**src/rtl/fmr_pkg.sv**
```systemverilog
// ----------------------------------------------------------------------------
// fmr_pkg
// Shared types, codes and command name tables of the framed message receiver.
// ----------------------------------------------------------------------------
package fmr_pkg;

	localparam int PAYLOAD_MAX_DEF = 32;
	localparam int DATA_MAX_DEF    = 32;

	localparam int CFG_W = 16;

	localparam logic [7:0]  START_CODE_RST    = 8'd2;
	localparam logic [7:0]  END_CODE_RST      = 8'd3;
	localparam logic [5:0]  MAX_LENGTH_RST    = 6'd32;
	localparam logic [15:0] TIMEOUT_TICKS_RST = 16'd1000;

	localparam logic [7:0]  CHAR_MIN = 8'd32;
	localparam logic [7:0]  CHAR_MAX = 8'd126;
	localparam logic [7:0]  CHAR_SEP = 8'h7C;
	localparam logic [7:0]  CHAR_0   = 8'h30;
	localparam logic [7:0]  CHAR_9   = 8'h39;
	localparam logic [19:0] ID_MAX   = 20'd65535;

	localparam int         NUM_CMDS = 8;
	localparam logic [3:0] CMD_NONE = 4'd8;
	localparam logic [3:0] NAME_POS_MAX = 4'd15;

	typedef enum logic [1:0] {
		CFG_START_CODE    = 2'd0,
		CFG_END_CODE      = 2'd1,
		CFG_MAX_LENGTH    = 2'd2,
		CFG_TIMEOUT_TICKS = 2'd3
	} cfg_idx_t;

	typedef enum logic [2:0] {
		STAT_OK          = 3'd0,
		STAT_BAD_LEN     = 3'd1,
		STAT_BAD_CHAR    = 3'd2,
		STAT_BAD_CHK     = 3'd3,
		STAT_BAD_FMT     = 3'd4,
		STAT_UNKNOWN_CMD = 3'd5,
		STAT_TIMEOUT     = 3'd6
	} stat_t;

	typedef enum logic [1:0] {
		FLD_ID   = 2'd0,
		FLD_CMD  = 2'd1,
		FLD_DATA = 2'd2
	} field_t;

	typedef enum logic [2:0] {
		ST_WAIT_START = 3'd0,
		ST_LEN        = 3'd1,
		ST_PAYLOAD    = 3'd2,
		ST_CHK        = 3'd3,
		ST_END        = 3'd4,
		ST_DRAIN      = 3'd5
	} ctrl_state_t;

	typedef struct packed {
		logic  clr_frame;
		logic  set_len;
		logic  take_byte;
		logic  tick_inc;
		logic  idle_clr;
		logic  drain_step;
		logic  out_load;
		logic  out_data;
		stat_t out_code;
	} ctrl_cmd_t;

	typedef struct packed {
		logic is_start;
		logic len_bad;
		logic printable;
		logic payload_done;
		logic xor_ok;
		logic end_ok;
		logic timed_out;
		logic frame_ok;
		logic cmd_found;
		logic data_empty;
		logic drain_done;
		logic out_free;
	} dp_stat_t;

	// names left aligned, padding never compared
	function automatic logic [7:0] cmd_char(input logic [2:0] idx, input logic [2:0] pos);
		logic [63:0] n;
		unique case (idx)
			3'd0: n = "OK      ";
			3'd1: n = "UID     ";
			3'd2: n = "REQ_PIN ";
			3'd3: n = "PIN     ";
			3'd4: n = "ERR     ";
			3'd5: n = "TIMEOUT ";
			3'd6: n = "LOCKED  ";
			default: n = "NACK    ";
		endcase
		return n[63 - 8 * pos -: 8];
	endfunction

	function automatic logic [3:0] cmd_len(input logic [2:0] idx);
		logic [3:0] l;
		unique case (idx)
			3'd0: l = 4'd2;
			3'd1: l = 4'd3;
			3'd2: l = 4'd7;
			3'd3: l = 4'd3;
			3'd4: l = 4'd3;
			3'd5: l = 4'd7;
			3'd6: l = 4'd6;
			default: l = 4'd4;
		endcase
		return l;
	endfunction

endpackage

```
**src/rtl/fmr_ctrl.sv**
```systemverilog
// ----------------------------------------------------------------------------
// fmr_ctrl
// Frame phase state machine; issues datapath commands and result loads.
// ----------------------------------------------------------------------------
module fmr_ctrl (
	input  logic              clk,
	input  logic              arst_n,
	input  logic              in_valid,
	output logic              in_stall,
	input  logic              mode,
	input  fmr_pkg::dp_stat_t stat,
	output fmr_pkg::ctrl_cmd_t cmd
);
	import fmr_pkg::*;

	ctrl_state_t state_q, state_nxt;
	logic        accept;

	assign in_stall = (state_q == ST_DRAIN) || !stat.out_free;
	assign accept   = in_valid && !in_stall;

	always_ff @(posedge clk or negedge arst_n) begin
		if (!arst_n) begin
			state_q <= ST_WAIT_START;
		end else begin
			state_q <= state_nxt;
		end
	end

	// next state
	always_comb begin
		state_nxt = state_q;
		if (state_q == ST_DRAIN) begin
			if (stat.out_free && stat.drain_done) state_nxt = ST_WAIT_START;
		end else if (accept) begin
			if (mode) begin
				if (state_q != ST_WAIT_START && stat.timed_out) state_nxt = ST_WAIT_START;
			end else if (stat.is_start) begin
				state_nxt = ST_LEN;
			end else begin
				unique case (state_q)
					ST_LEN:     state_nxt = stat.len_bad ? ST_WAIT_START : ST_PAYLOAD;
					ST_PAYLOAD: if (stat.printable && stat.payload_done) state_nxt = ST_CHK;
					ST_CHK:     state_nxt = stat.xor_ok ? ST_END : ST_WAIT_START;
					ST_END: begin
						if (stat.end_ok && stat.frame_ok && stat.cmd_found && !stat.data_empty)
							state_nxt = ST_DRAIN;
						else
							state_nxt = ST_WAIT_START;
					end
					default: state_nxt = state_q;
				endcase
			end
		end
	end

	// commands
	always_comb begin
		cmd = '0;
		cmd.out_code = STAT_OK;
		if (state_q == ST_DRAIN) begin
			if (stat.out_free) begin
				cmd.out_load = 1'b1;
				if (stat.drain_done) begin
					cmd.clr_frame = 1'b1;
				end else begin
					cmd.out_data   = 1'b1;
					cmd.drain_step = 1'b1;
				end
			end
		end else if (accept) begin
			if (mode) begin
				if (state_q != ST_WAIT_START) begin
					if (stat.timed_out) begin
						cmd.clr_frame = 1'b1;
						cmd.out_load  = 1'b1;
						cmd.out_code  = STAT_TIMEOUT;
					end else begin
						cmd.tick_inc = 1'b1;
					end
				end
			end else begin
				cmd.idle_clr = 1'b1;
				if (stat.is_start) begin
					cmd.clr_frame = 1'b1;
				end else begin
					unique case (state_q)
						ST_LEN: begin
							if (stat.len_bad) begin
								cmd.clr_frame = 1'b1;
								cmd.out_load  = 1'b1;
								cmd.out_code  = STAT_BAD_LEN;
							end else begin
								cmd.set_len = 1'b1;
							end
						end
						ST_PAYLOAD: begin
							if (stat.printable) begin
								cmd.take_byte = 1'b1;
							end else begin
								cmd.out_load = 1'b1;
								cmd.out_code = STAT_BAD_CHAR;
							end
						end
						ST_CHK: begin
							if (!stat.xor_ok) begin
								cmd.clr_frame = 1'b1;
								cmd.out_load  = 1'b1;
								cmd.out_code  = STAT_BAD_CHK;
							end
						end
						ST_END: begin
							priority if (!stat.end_ok || !stat.frame_ok) begin
								cmd.clr_frame = 1'b1;
								cmd.out_load  = 1'b1;
								cmd.out_code  = STAT_BAD_FMT;
							end else if (!stat.cmd_found) begin
								cmd.clr_frame = 1'b1;
								cmd.out_load  = 1'b1;
								cmd.out_code  = STAT_UNKNOWN_CMD;
							end else if (stat.data_empty) begin
								cmd.clr_frame = 1'b1;
								cmd.out_load  = 1'b1;
								cmd.out_code  = STAT_OK;
							end else begin
								cmd.out_load = 1'b0;
							end
						end
						default: cmd.out_load = 1'b0;
					endcase
				end
			end
		end
	end

endmodule

```
**src/rtl/fmr_dp.sv**
```systemverilog
// ----------------------------------------------------------------------------
// fmr_dp
// Frame datapath: config registers, payload parser, data store, result register.
// ----------------------------------------------------------------------------
module fmr_dp #(
	parameter int PAYLOAD_MAX = fmr_pkg::PAYLOAD_MAX_DEF,
	parameter int DATA_MAX    = fmr_pkg::DATA_MAX_DEF
) (
	input  logic                      clk,
	input  logic                      arst_n,
	input  logic                      cfg_we,
	input  logic [1:0]                cfg_index,
	input  logic [fmr_pkg::CFG_W-1:0] cfg_data,
	input  logic [7:0]                rx_byte,
	input  logic                      out_stall,
	input  fmr_pkg::ctrl_cmd_t        cmd,
	output fmr_pkg::dp_stat_t         stat,
	output logic                      out_valid,
	output logic                      kind,
	output logic [2:0]                status,
	output logic [15:0]               sender_id,
	output logic [3:0]                command,
	output logic [7:0]                data_byte,
	output logic                      last
);
	import fmr_pkg::*;

	localparam int CW = $clog2(DATA_MAX);

	logic [7:0]  start_code_q, end_code_q;
	logic [5:0]  max_length_q;
	logic [15:0] timeout_ticks_q;

	logic [5:0]  frame_length_q, byte_index_q;
	logic [7:0]  running_xor_q;
	logic [15:0] idle_ticks_q;
	field_t      field_q;
	logic [15:0] id_value_q;
	logic        id_seen_q, id_bad_q;
	logic [NUM_CMDS-1:0] name_match_q, name_match_nxt;
	logic [3:0]  name_pos_q;
	logic [CW-1:0] data_count_q, drain_idx_q;
	logic [7:0]  data_store [DATA_MAX];

	logic        out_valid_q;
	logic [19:0] id_next;
	logic        is_digit, is_sep;
	logic        found;
	logic [3:0]  found_cmd;
	logic        store_wr;

	// configuration
	always_ff @(posedge clk or negedge arst_n) begin
		if (!arst_n) begin
			start_code_q    <= START_CODE_RST;
			end_code_q      <= END_CODE_RST;
			max_length_q    <= MAX_LENGTH_RST;
			timeout_ticks_q <= TIMEOUT_TICKS_RST;
		end else if (cfg_we) begin
			unique case (cfg_idx_t'(cfg_index))
				CFG_START_CODE:    start_code_q    <= cfg_data[7:0];
				CFG_END_CODE:      end_code_q      <= cfg_data[7:0];
				CFG_MAX_LENGTH:    max_length_q    <= cfg_data[5:0];
				CFG_TIMEOUT_TICKS: timeout_ticks_q <= cfg_data[15:0];
				default:           start_code_q    <= start_code_q;
			endcase
		end
	end

	assign is_digit = (rx_byte >= CHAR_0) && (rx_byte <= CHAR_9);
	assign is_sep   = (rx_byte == CHAR_SEP);
	assign id_next  = ({4'd0, id_value_q} << 3) + ({4'd0, id_value_q} << 1)
		+ {12'd0, rx_byte - CHAR_0};
	assign store_wr = cmd.take_byte && (field_q == FLD_DATA)
		&& (data_count_q < CW'(DATA_MAX - 1));

	always_comb begin
		name_match_nxt = name_match_q;
		for (int i = 0; i < NUM_CMDS; i++) begin
			if (name_pos_q >= cmd_len(3'(i)) || cmd_char(3'(i), name_pos_q[2:0]) != rx_byte)
				name_match_nxt[i] = 1'b0;
		end
	end

	always_comb begin
		found     = 1'b0;
		found_cmd = CMD_NONE;
		for (int i = 0; i < NUM_CMDS; i++) begin
			if (!found && name_match_q[i] && name_pos_q == cmd_len(3'(i))) begin
				found     = 1'b1;
				found_cmd = 4'(i);
			end
		end
	end

	// frame and parser state
	always_ff @(posedge clk or negedge arst_n) begin
		if (!arst_n) begin
			frame_length_q <= '0;
			byte_index_q   <= '0;
			running_xor_q  <= '0;
			idle_ticks_q   <= '0;
			field_q        <= FLD_ID;
			id_value_q     <= '0;
			id_seen_q      <= 1'b0;
			id_bad_q       <= 1'b0;
			name_match_q   <= '1;
			name_pos_q     <= '0;
			data_count_q   <= '0;
			drain_idx_q    <= '0;
		end else if (cmd.clr_frame) begin
			frame_length_q <= '0;
			byte_index_q   <= '0;
			running_xor_q  <= '0;
			idle_ticks_q   <= '0;
			field_q        <= FLD_ID;
			id_value_q     <= '0;
			id_seen_q      <= 1'b0;
			id_bad_q       <= 1'b0;
			name_match_q   <= '1;
			name_pos_q     <= '0;
			data_count_q   <= '0;
			drain_idx_q    <= '0;
		end else begin
			if (cmd.idle_clr) idle_ticks_q <= '0;
			else if (cmd.tick_inc) idle_ticks_q <= idle_ticks_q + 16'd1;
			if (cmd.set_len) frame_length_q <= rx_byte[5:0];
			if (cmd.drain_step) drain_idx_q <= drain_idx_q + CW'(1);
			if (cmd.take_byte) begin
				running_xor_q <= running_xor_q ^ rx_byte;
				byte_index_q  <= byte_index_q + 6'd1;
				unique case (field_q)
					FLD_ID: begin
						if (is_sep) begin
							field_q <= FLD_CMD;
						end else if (is_digit) begin
							if (!id_bad_q) begin
								if (id_next > ID_MAX) id_bad_q <= 1'b1;
								else id_value_q <= id_next[15:0];
							end
							id_seen_q <= 1'b1;
						end else begin
							id_bad_q <= 1'b1;
						end
					end
					FLD_CMD: begin
						if (is_sep) begin
							field_q <= FLD_DATA;
						end else begin
							name_match_q <= name_match_nxt;
							if (name_pos_q < NAME_POS_MAX) name_pos_q <= name_pos_q + 4'd1;
						end
					end
					default: begin
						if (store_wr) data_count_q <= data_count_q + CW'(1);
					end
				endcase
			end
		end
	end

	always_ff @(posedge clk) begin
		if (store_wr) data_store[data_count_q] <= rx_byte;
	end

	// result register
	always_ff @(posedge clk or negedge arst_n) begin
		if (!arst_n) begin
			out_valid_q <= 1'b0;
		end else if (cmd.out_load) begin
			out_valid_q <= 1'b1;
		end else if (!out_stall) begin
			out_valid_q <= 1'b0;
		end
	end

	always_ff @(posedge clk) begin
		if (cmd.out_load) begin
			if (cmd.out_data) begin
				kind      <= 1'b1;
				status    <= STAT_OK;
				sender_id <= id_value_q;
				command   <= found_cmd;
				data_byte <= data_store[drain_idx_q];
				last      <= 1'b0;
			end else begin
				kind      <= 1'b0;
				status    <= cmd.out_code;
				sender_id <= (cmd.out_code == STAT_OK || cmd.out_code == STAT_UNKNOWN_CMD)
					? id_value_q : 16'd0;
				command   <= (cmd.out_code == STAT_OK) ? found_cmd : CMD_NONE;
				data_byte <= 8'd0;
				last      <= 1'b1;
			end
		end
	end

	assign out_valid = out_valid_q;

	assign stat.is_start     = (rx_byte == start_code_q);
	assign stat.len_bad      = (rx_byte == 8'd0) || (rx_byte > {2'd0, max_length_q})
		|| (rx_byte > 8'(PAYLOAD_MAX));
	assign stat.printable    = (rx_byte >= CHAR_MIN) && (rx_byte <= CHAR_MAX);
	assign stat.payload_done = ({1'b0, byte_index_q} + 7'd1) >= {1'b0, frame_length_q};
	assign stat.xor_ok       = (running_xor_q == rx_byte);
	assign stat.end_ok       = (rx_byte == end_code_q);
	assign stat.timed_out    = (idle_ticks_q >= timeout_ticks_q);
	assign stat.frame_ok     = (field_q == FLD_DATA) && id_seen_q && !id_bad_q;
	assign stat.cmd_found    = found;
	assign stat.data_empty   = (data_count_q == '0);
	assign stat.drain_done   = (drain_idx_q == data_count_q);
	assign stat.out_free     = !out_valid_q || !out_stall;

endmodule

```
**src/rtl/framed_message_receiver.sv**
```systemverilog
// ----------------------------------------------------------------------------
// framed_message_receiver
// Start/length/payload/XOR/end deframer with id, command and data parsing.
// ----------------------------------------------------------------------------
// a result is registered and valid in the cycle after the input transfer that causes it,
// except the data items of a good frame, which are loaded in the drain state after its end code
// throughput: one input per cycle while the result register is free
// a good frame that stores n data bytes (at most DATA_MAX-1) gives n+1 results after the
// end code; input is stalled meanwhile
// reset: config to defaults, receiver waiting for a start code, no clear pass
module framed_message_receiver #(
	parameter int PAYLOAD_MAX = fmr_pkg::PAYLOAD_MAX_DEF,
	parameter int DATA_MAX    = fmr_pkg::DATA_MAX_DEF
) (
	input  logic                      clk,
	input  logic                      arst_n,
	input  logic                      cfg_we,
	input  logic [1:0]                cfg_index,
	input  logic [fmr_pkg::CFG_W-1:0] cfg_data,
	input  logic                      in_valid,
	output logic                      in_stall,
	input  logic                      mode,
	input  logic [7:0]                rx_byte,
	output logic                      out_valid,
	input  logic                      out_stall,
	output logic                      kind,
	output logic [2:0]                status,
	output logic [15:0]               sender_id,
	output logic [3:0]                command,
	output logic [7:0]                data_byte,
	output logic                      last
);
	import fmr_pkg::*;

	ctrl_cmd_t cmd;
	dp_stat_t  stat;

	fmr_ctrl u_ctrl (
		.clk      (clk),
		.arst_n   (arst_n),
		.in_valid (in_valid),
		.in_stall (in_stall),
		.mode     (mode),
		.stat     (stat),
		.cmd      (cmd)
	);

	fmr_dp #(
		.PAYLOAD_MAX (PAYLOAD_MAX),
		.DATA_MAX    (DATA_MAX)
	) u_dp (
		.clk       (clk),
		.arst_n    (arst_n),
		.cfg_we    (cfg_we),
		.cfg_index (cfg_index),
		.cfg_data  (cfg_data),
		.rx_byte   (rx_byte),
		.out_stall (out_stall),
		.cmd       (cmd),
		.stat      (stat),
		.out_valid (out_valid),
		.kind      (kind),
		.status    (status),
		.sender_id (sender_id),
		.command   (command),
		.data_byte (data_byte),
		.last      (last)
	);

	// a waiting result is never overwritten
	a_no_overwrite: assert property (@(posedge clk) disable iff (!arst_n)
		cmd.out_load |-> stat.out_free)
		else $error("result register loaded while a result waits");

	// a timeout on a tick transfer shows up as a timeout status
	a_tick_timeout: assert property (@(posedge clk) disable iff (!arst_n)
		(in_valid && !in_stall && mode && cmd.out_load)
		|=> (out_valid && status == STAT_TIMEOUT && !kind))
		else $error("tick produced a result other than timeout");

	// data items are never the final item
	a_data_not_last: assert property (@(posedge clk) disable iff (!arst_n)
		(out_valid && kind) |-> (!last && status == STAT_OK))
		else $error("data item marked last or with error status");

	// error statuses other than unknown command carry no sender id and no command
	a_err_no_id: assert property (@(posedge clk) disable iff (!arst_n)
		(out_valid && status != STAT_OK && status != STAT_UNKNOWN_CMD)
		|-> (sender_id == 16'd0 && command == CMD_NONE))
		else $error("error status carries id or command");

endmodule
```
**config.mk**
```make
export PLATFORM = sky130hd
export DESIGN_NAME = framed_message_receiver
export DESIGN_NICKNAME = d
export VERILOG_FILES = /design/src/rtl/fmr_pkg.sv /design/src/rtl/fmr_ctrl.sv /design/src/rtl/fmr_dp.sv /design/src/rtl/framed_message_receiver.sv
export SDC_FILE = /design/constraint.sdc
export NUM_CORES = 1
export LEC_CHECK = 0
export ABC_AREA = 1
export BUFFER_PORTS_ARGS = -buffer_cell sky130_fd_sc_hd__buf_2
export CORE_MARGIN = 3
export CORE_UTILIZATION = 66
export DETAILED_ROUTE_END_ITERATION = 16
export PLACE_DENSITY = 0.84
export SYNTH_ARGS = -nofsm -noshare
export SYNTH_HDL_FRONTEND = slang
export SYNTH_SLANG_ARGS = --single-unit
```
**constraint.sdc**
```tcl
create_clock -name clk -period 8.5 [get_ports clk]
set_clock_uncertainty 0.15 [all_clocks]
set_input_delay 2.55 -clock clk [delete_from_list [all_inputs] [get_ports clk]]
set_output_delay 2.55 -clock clk [all_outputs]
set_load 0.01 [all_outputs]
```
---- Yosys cells after proc, flatten, opt, wreduce, memory -nomap -nowiden ----
Memory sizes are Yosys's and may differ from the RTL's. A register that Yosys moved wholly into a read port is not among the register bits.
Cells that the tools add are included.
storage, ports and cells
  bits in registers ....................... 145
  bits in writable memories ............... 256
  input port bits ......................... 32
  word-level logic and storage cells ...... 349
  memories kept ........................... 1
cells by class
  add/subtract/negate cells ............... 10
  magnitude comparators ................... 16
  eq/ne operators ......................... 39
  shifts and indexed selects .............. 8
  muxes and demuxes ....................... 140
  bitwise logic cells ..................... 1
  reductions and logical operators ........ 104
memory list
  memory           depth  width  read ports  clocked after Yosys merged registers in  write ports  line          source
  u_dp.data_store  32     8      1           1                                        1            fmr_dp.sv:43  logic [7:0] data_store [DATA_MAX];
operators by type and width
  cell                        number
  $shiftx A71 B33 Y8 const A  8
  $mux W16                    12
  $mux W4                     16
  $ne A8 B8 Y1                8
  $mux W1                     63
  $mux W3                     18
  $mux W8                     6
  $reduce_and A4 Y1           11
  $mux W5                     7
  $reduce_bool A2 Y1          17
  $logic_and A1 B1 Y1         28
  $eq A8 B8 Y1                3
  $mux W6                     4
  $pmux W3 S4                 2
  $add A19 B17 Y20            1
  $add A20 B8 Y20             1
  $gt A20 B16 Y1 const B      1
  $mux W2                     9
  $add A16 B1 Y16 const B     1
  $ge A16 B16 Y1              1
  $ge A8 B6 Y1 const B        2
  $logic_not A1 Y1            16
  $logic_or A1 B1 Y1          14
  $eq A4 B3 Y1 const B        3
  other kinds (43)            66

---- Longest topological paths before layout ----
  word-level depth ........................ 44
  mapped depth ............................ 21
  mapped depth without buffers ............ 19

---- By module ----
From an unflattened synthesis, not the netlist that was laid out.
second synthesis, totals
  cell total of the unflattened synthesis .. 2044
  area, all modules ....................... 20307.0 um2
by module, submodules not included
  module    times used  cells an instance  area an instance (um2)
  fmr_dp    1           1953               19777.7
  fmr_ctrl  1           91                 529.3

---- Worst setup path before layout ----
Ideal clock, no wire load.
  kind .................................... input -> output
  start point ............................. in out_stall
  end point ............................... out in_stall
  data arrival time ....................... 2.746 ns
  data required time ...................... 5.800 ns
  slack ................................... 3.054 ns
  cell stages on the path ................. 2
  path through ............................ nand2_1 > nand2_1
on the way
  word-level cells in the longest chain between the ends .. 4
ends and longest elaborated chain
  item                line                           source
  start: declaration  framed_message_receiver.sv:25  input logic out_stall,
  $logic_not A1 Y1    --
  $logic_or A1 B1 Y1  fmr_dp.sv:212                  assign stat.out_free = !out_valid_q || !out_stall;
  $logic_not A1 Y1    fmr_ctrl.sv:19                 assign in_stall = (state_q == ST_DRAIN) || !stat.out_free;
  $logic_or A1 B1 Y1  fmr_ctrl.sv:19
  end: declaration    framed_message_receiver.sv:21  output logic in_stall,
No other way between the ends.

---- Final worst setup path ----
Same ends and word-level chain as after synthesis.

==> impl_metrics.csv <==
group,metric,value,unit
yosys,netlist_top_cells_count,"315 x nand2_1, 309 x nor2_1, 289 x edfxtp_1, 218 x o21ai_0, 172 x inv_1",
status,status,"finished, final reports clean",
power,p_leak,9.02,nW
critical_path,worstSetupStartpointType,"primary input",
global_route,grt_pass1_wl,79200,µm
yosys,synth_nets,2166,
detailed_routing,vias_per_cell,6.11,
detailed_routing,drtPass1Iterations,6,
yosys,synth.lib_cells_used.distinct,59,
critical_path,critical_path_arrival,3.16,ns
global_route,antenna_found_initial,0,
yosys,synth.area.top_cells,"edfxtp_1 43%, dfrtp_1 13%, nand2_1 5.8%",
yosys,synth.most_common_cell,"nand2_1",
yosys,synth_seq_area_share,0.576,
yosys,yosys.area.top_type,"edfxtp_1",
detailed_routing,ant_nets,0,
detailed_routing,routed_wl,49500,µm
critical_path,critPathLaunch,"out_stall",
global_route,grt_pass1_vias,15000,
placed_design,gp_congestion,1.04,
global_route,grt_use_total,0.301,
global_route,grt_max_degree,95,
sta,max_freq,171,MHz
detailed_routing,met1Wirelength,19300,µm
yosys,syn-cell-area,20300,µm²
clock_network,post_cts_resized,0,
floorplan,initial_core_util,0.678,
detailed_routing,wl_met2,23800,µm
final_layout,fillers,2032,
floorplan,fp.dieW,181,µm
min_path,hold_depth,2,
clock_network,h-tree-depth,2,
placed_design,numPortBuffers,66,
yosys,ys_seq_elements,409,
sta,holdWs,0.322,ns
critical_path,r2r_end,"u_dp.data_byte[0]",
floorplan,die_height,181,µm
power,ir_drop,0.000145,V
clock_network,clk_latency,0.54,ns
critical_path,worst_r2r_path_depth,8,
yosys,async_flop_share,0.293,
yosys,postSynthAreaPerCell,9.89,µm²
clock_network,cts_buffers,41,
detailed_routing,initialDrtViolationCount,1940,
detailed_routing,highest_layer,"met4",
final_layout,diodes,0,
floorplan,row_count,63,
detailed_routing,routedWlPerCell,19.7,µm
final_layout,finish.net_count,2205,
critical_path,critPathMaxFanout,3,
min_path,whs_endpoint,"u_dp.name_match_q[2]",
detailed_routing,drc,0,
power,p_per_area,204,nW/µm²
critical_path,r2r_slack,4.84,ns
clock_network,cts_tree,"yes",
sta,tightest_slew,1.16,ns
sta,period_share,0.690,
clock_network,cts_buffer_depth,3,
clock_network,path_clk_slew,0.05,ns
clock_network,postCtsSetupBuffers,0,
sta,rsz0062_at_grt,"no",
critical_path,worst_r2r_startpoint,"u_dp.drain_idx_q[0]",
yosys,yosys_warnings,0,
final_layout,area_delta_synth_final,9.00,%
flow_run,drv_cap,0,
clock_network,hold_buffers,0,
sta,hold_viol,0,
sta,fin_crit,5.86,ns
floorplan,fp.coreArea,30000,µm²
yosys,synth_edf_count,289,
yosys,synthCells,2052,
clock_network,cts.sinks,409,
sta,slew_headroom,0.228,
yosys,synth_top_area_frac,0.427,
placed_design,place.detailed.hpwl,31900,µm
detailed_routing,wl_met3,4130,µm
floorplan,io_pins,67,
clock_network,cts-root-buf,"clkbuf_16",
min_path,worstHoldStart,"u_dp.name_match_q[2]",
final_layout,fin_util,0.739,
floorplan,dieArea,32900,µm²
power,p_total,4.52,mW
sta,setup_tns,0,ns
critical_path,critical_path_class,"in -> out",
final_layout,drive_gt1_frac,0.102,
sta,drv_slew,0,
global_route,grt_overflow_total,0,
critical_path,crit_path_end_kind,"output pin",
min_path,min_path_type,"reg -> reg",
detailed_routing,via_count,15300,
yosys,synth_flop_cell,"edfxtp_1",
critical_path,critical_path_required,5.80,ns
sta,final-setup-viol-count,0,
[placed cells by master (no fill, tap or decap), drive strengths merged, types with 9 or more instances in the layout]
| cell | synthesis | routed |
|---|---|---|
| or2 | 16 | 16 |
| a211oi | 9 | 9 |
| xnor2 | 18 | 18 |
| dfstp | 18 | 18 |
| o22ai | 37 | 37 |
| nand2 | 321 | 321 |
| nand4 | 20 | 20 |
| xor2 | 43 | 43 |
| buf | 23 | 81 |
| nor3 | 28 | 28 |
| o221ai | 20 | 20 |
| edfxtp | 289 | 289 |
| a21oi | 62 | 62 |
| clkinv | 1 | 11 |
| dfrtp | 102 | 102 |
| a31oi | 13 | 13 |
| o21ai | 220 | 220 |
| clkbuf | 62 | 60 |
| ha | 76 | 76 |
| nor2 | 327 | 327 |
| nand3 | 120 | 120 |
| inv | 178 | 178 |
[layer usage]
layer,GRT usage,vias to the layer above
met4,0.124,0
met2,0.496,761
met1,0.407,7256
li1,-,7142
met3,0.0447,180
met5,0,-
[how the worst max path moves through the flow]
stage	slack (ns)	endpoint	cells past startpoint
floorplan	3.05	in_stall	2
global placement	2.28	u_dp.id_value_q[3]	16
detailed placement	2.21	u_dp.id_value_q[3]	16
CTS	2.66	in_stall	4
global route	2.52	u_dp.id_value_q[11]	17
finish	2.64	in_stall	4
[layout make-up]
type / count / area [µm²] / share of cell area
timing repair buffer: 81 / 445 / 0.0201
sequential: 409 / 11700 / 0.529
inverter: 179 / 676 / 0.0305
clock inverter: 13 / 140 / 0.00633
clock buffer: 60 / 1170 / 0.0528
tap: 390 / 488 / 0.0221
multi-input combinational: 1379 / 7500 / 0.339
[registers in the layout, indices dropped and copies added, names as in the netlist, 8 cells and up]
signal and cells:
u_dp.running_xor_q 8, u_dp.data_store 256, u_dp.sender_id 16, u_dp.idle_ticks_q 16, u_dp.start_code_q 8, u_dp.timeout_ticks_q 16
u_dp.id_value_q 16, u_dp.data_byte 8, u_dp.name_match_q 8, u_dp.end_code_q 8
[power by group]
group | leakage [nW] | switching (mW) | internal (mW) | total (mW)
clock network | 0.631 | 0.750 | 1.02 | 1.77
registers | 4.16 | 0.0501 | 2.23 | 2.28
logic | 4.22 | 0.336 | 0.144 | 0.480
[cell families (layout without fill, tap and decap cells)]
group | Yosys count | after routing | share of synthesized area
simple gates | 851 | 851 | 0.182
mux | 1 | 1 | 0.000493
compound gates | 384 | 384 | 0.108
flops | 409 | 409 | 0.576
buf+inv | 264 | 333 | 0.0540
xor+xnor | 61 | 61 | 0.0267
fa+ha+maj | 82 | 82 | 0.0528
[through the flow]
step	cell area, µm²	std cells	setup WS, ns
floorplan	20300	2052	3.05
global placement	20800	2438	2.28
detailed placement	20800	2438	2.21
CTS	22100	2511	2.66
global route	22100	2511	2.52
finish	22100	2511	2.64
[worst max-delay path, stage by stage]
cell and delay (ns):
buf_2 0.10, nand2_1 0.14, nand2_1 0.18, buf_2 0.19
No activity file was read; power rests on OpenSTA's default activity.
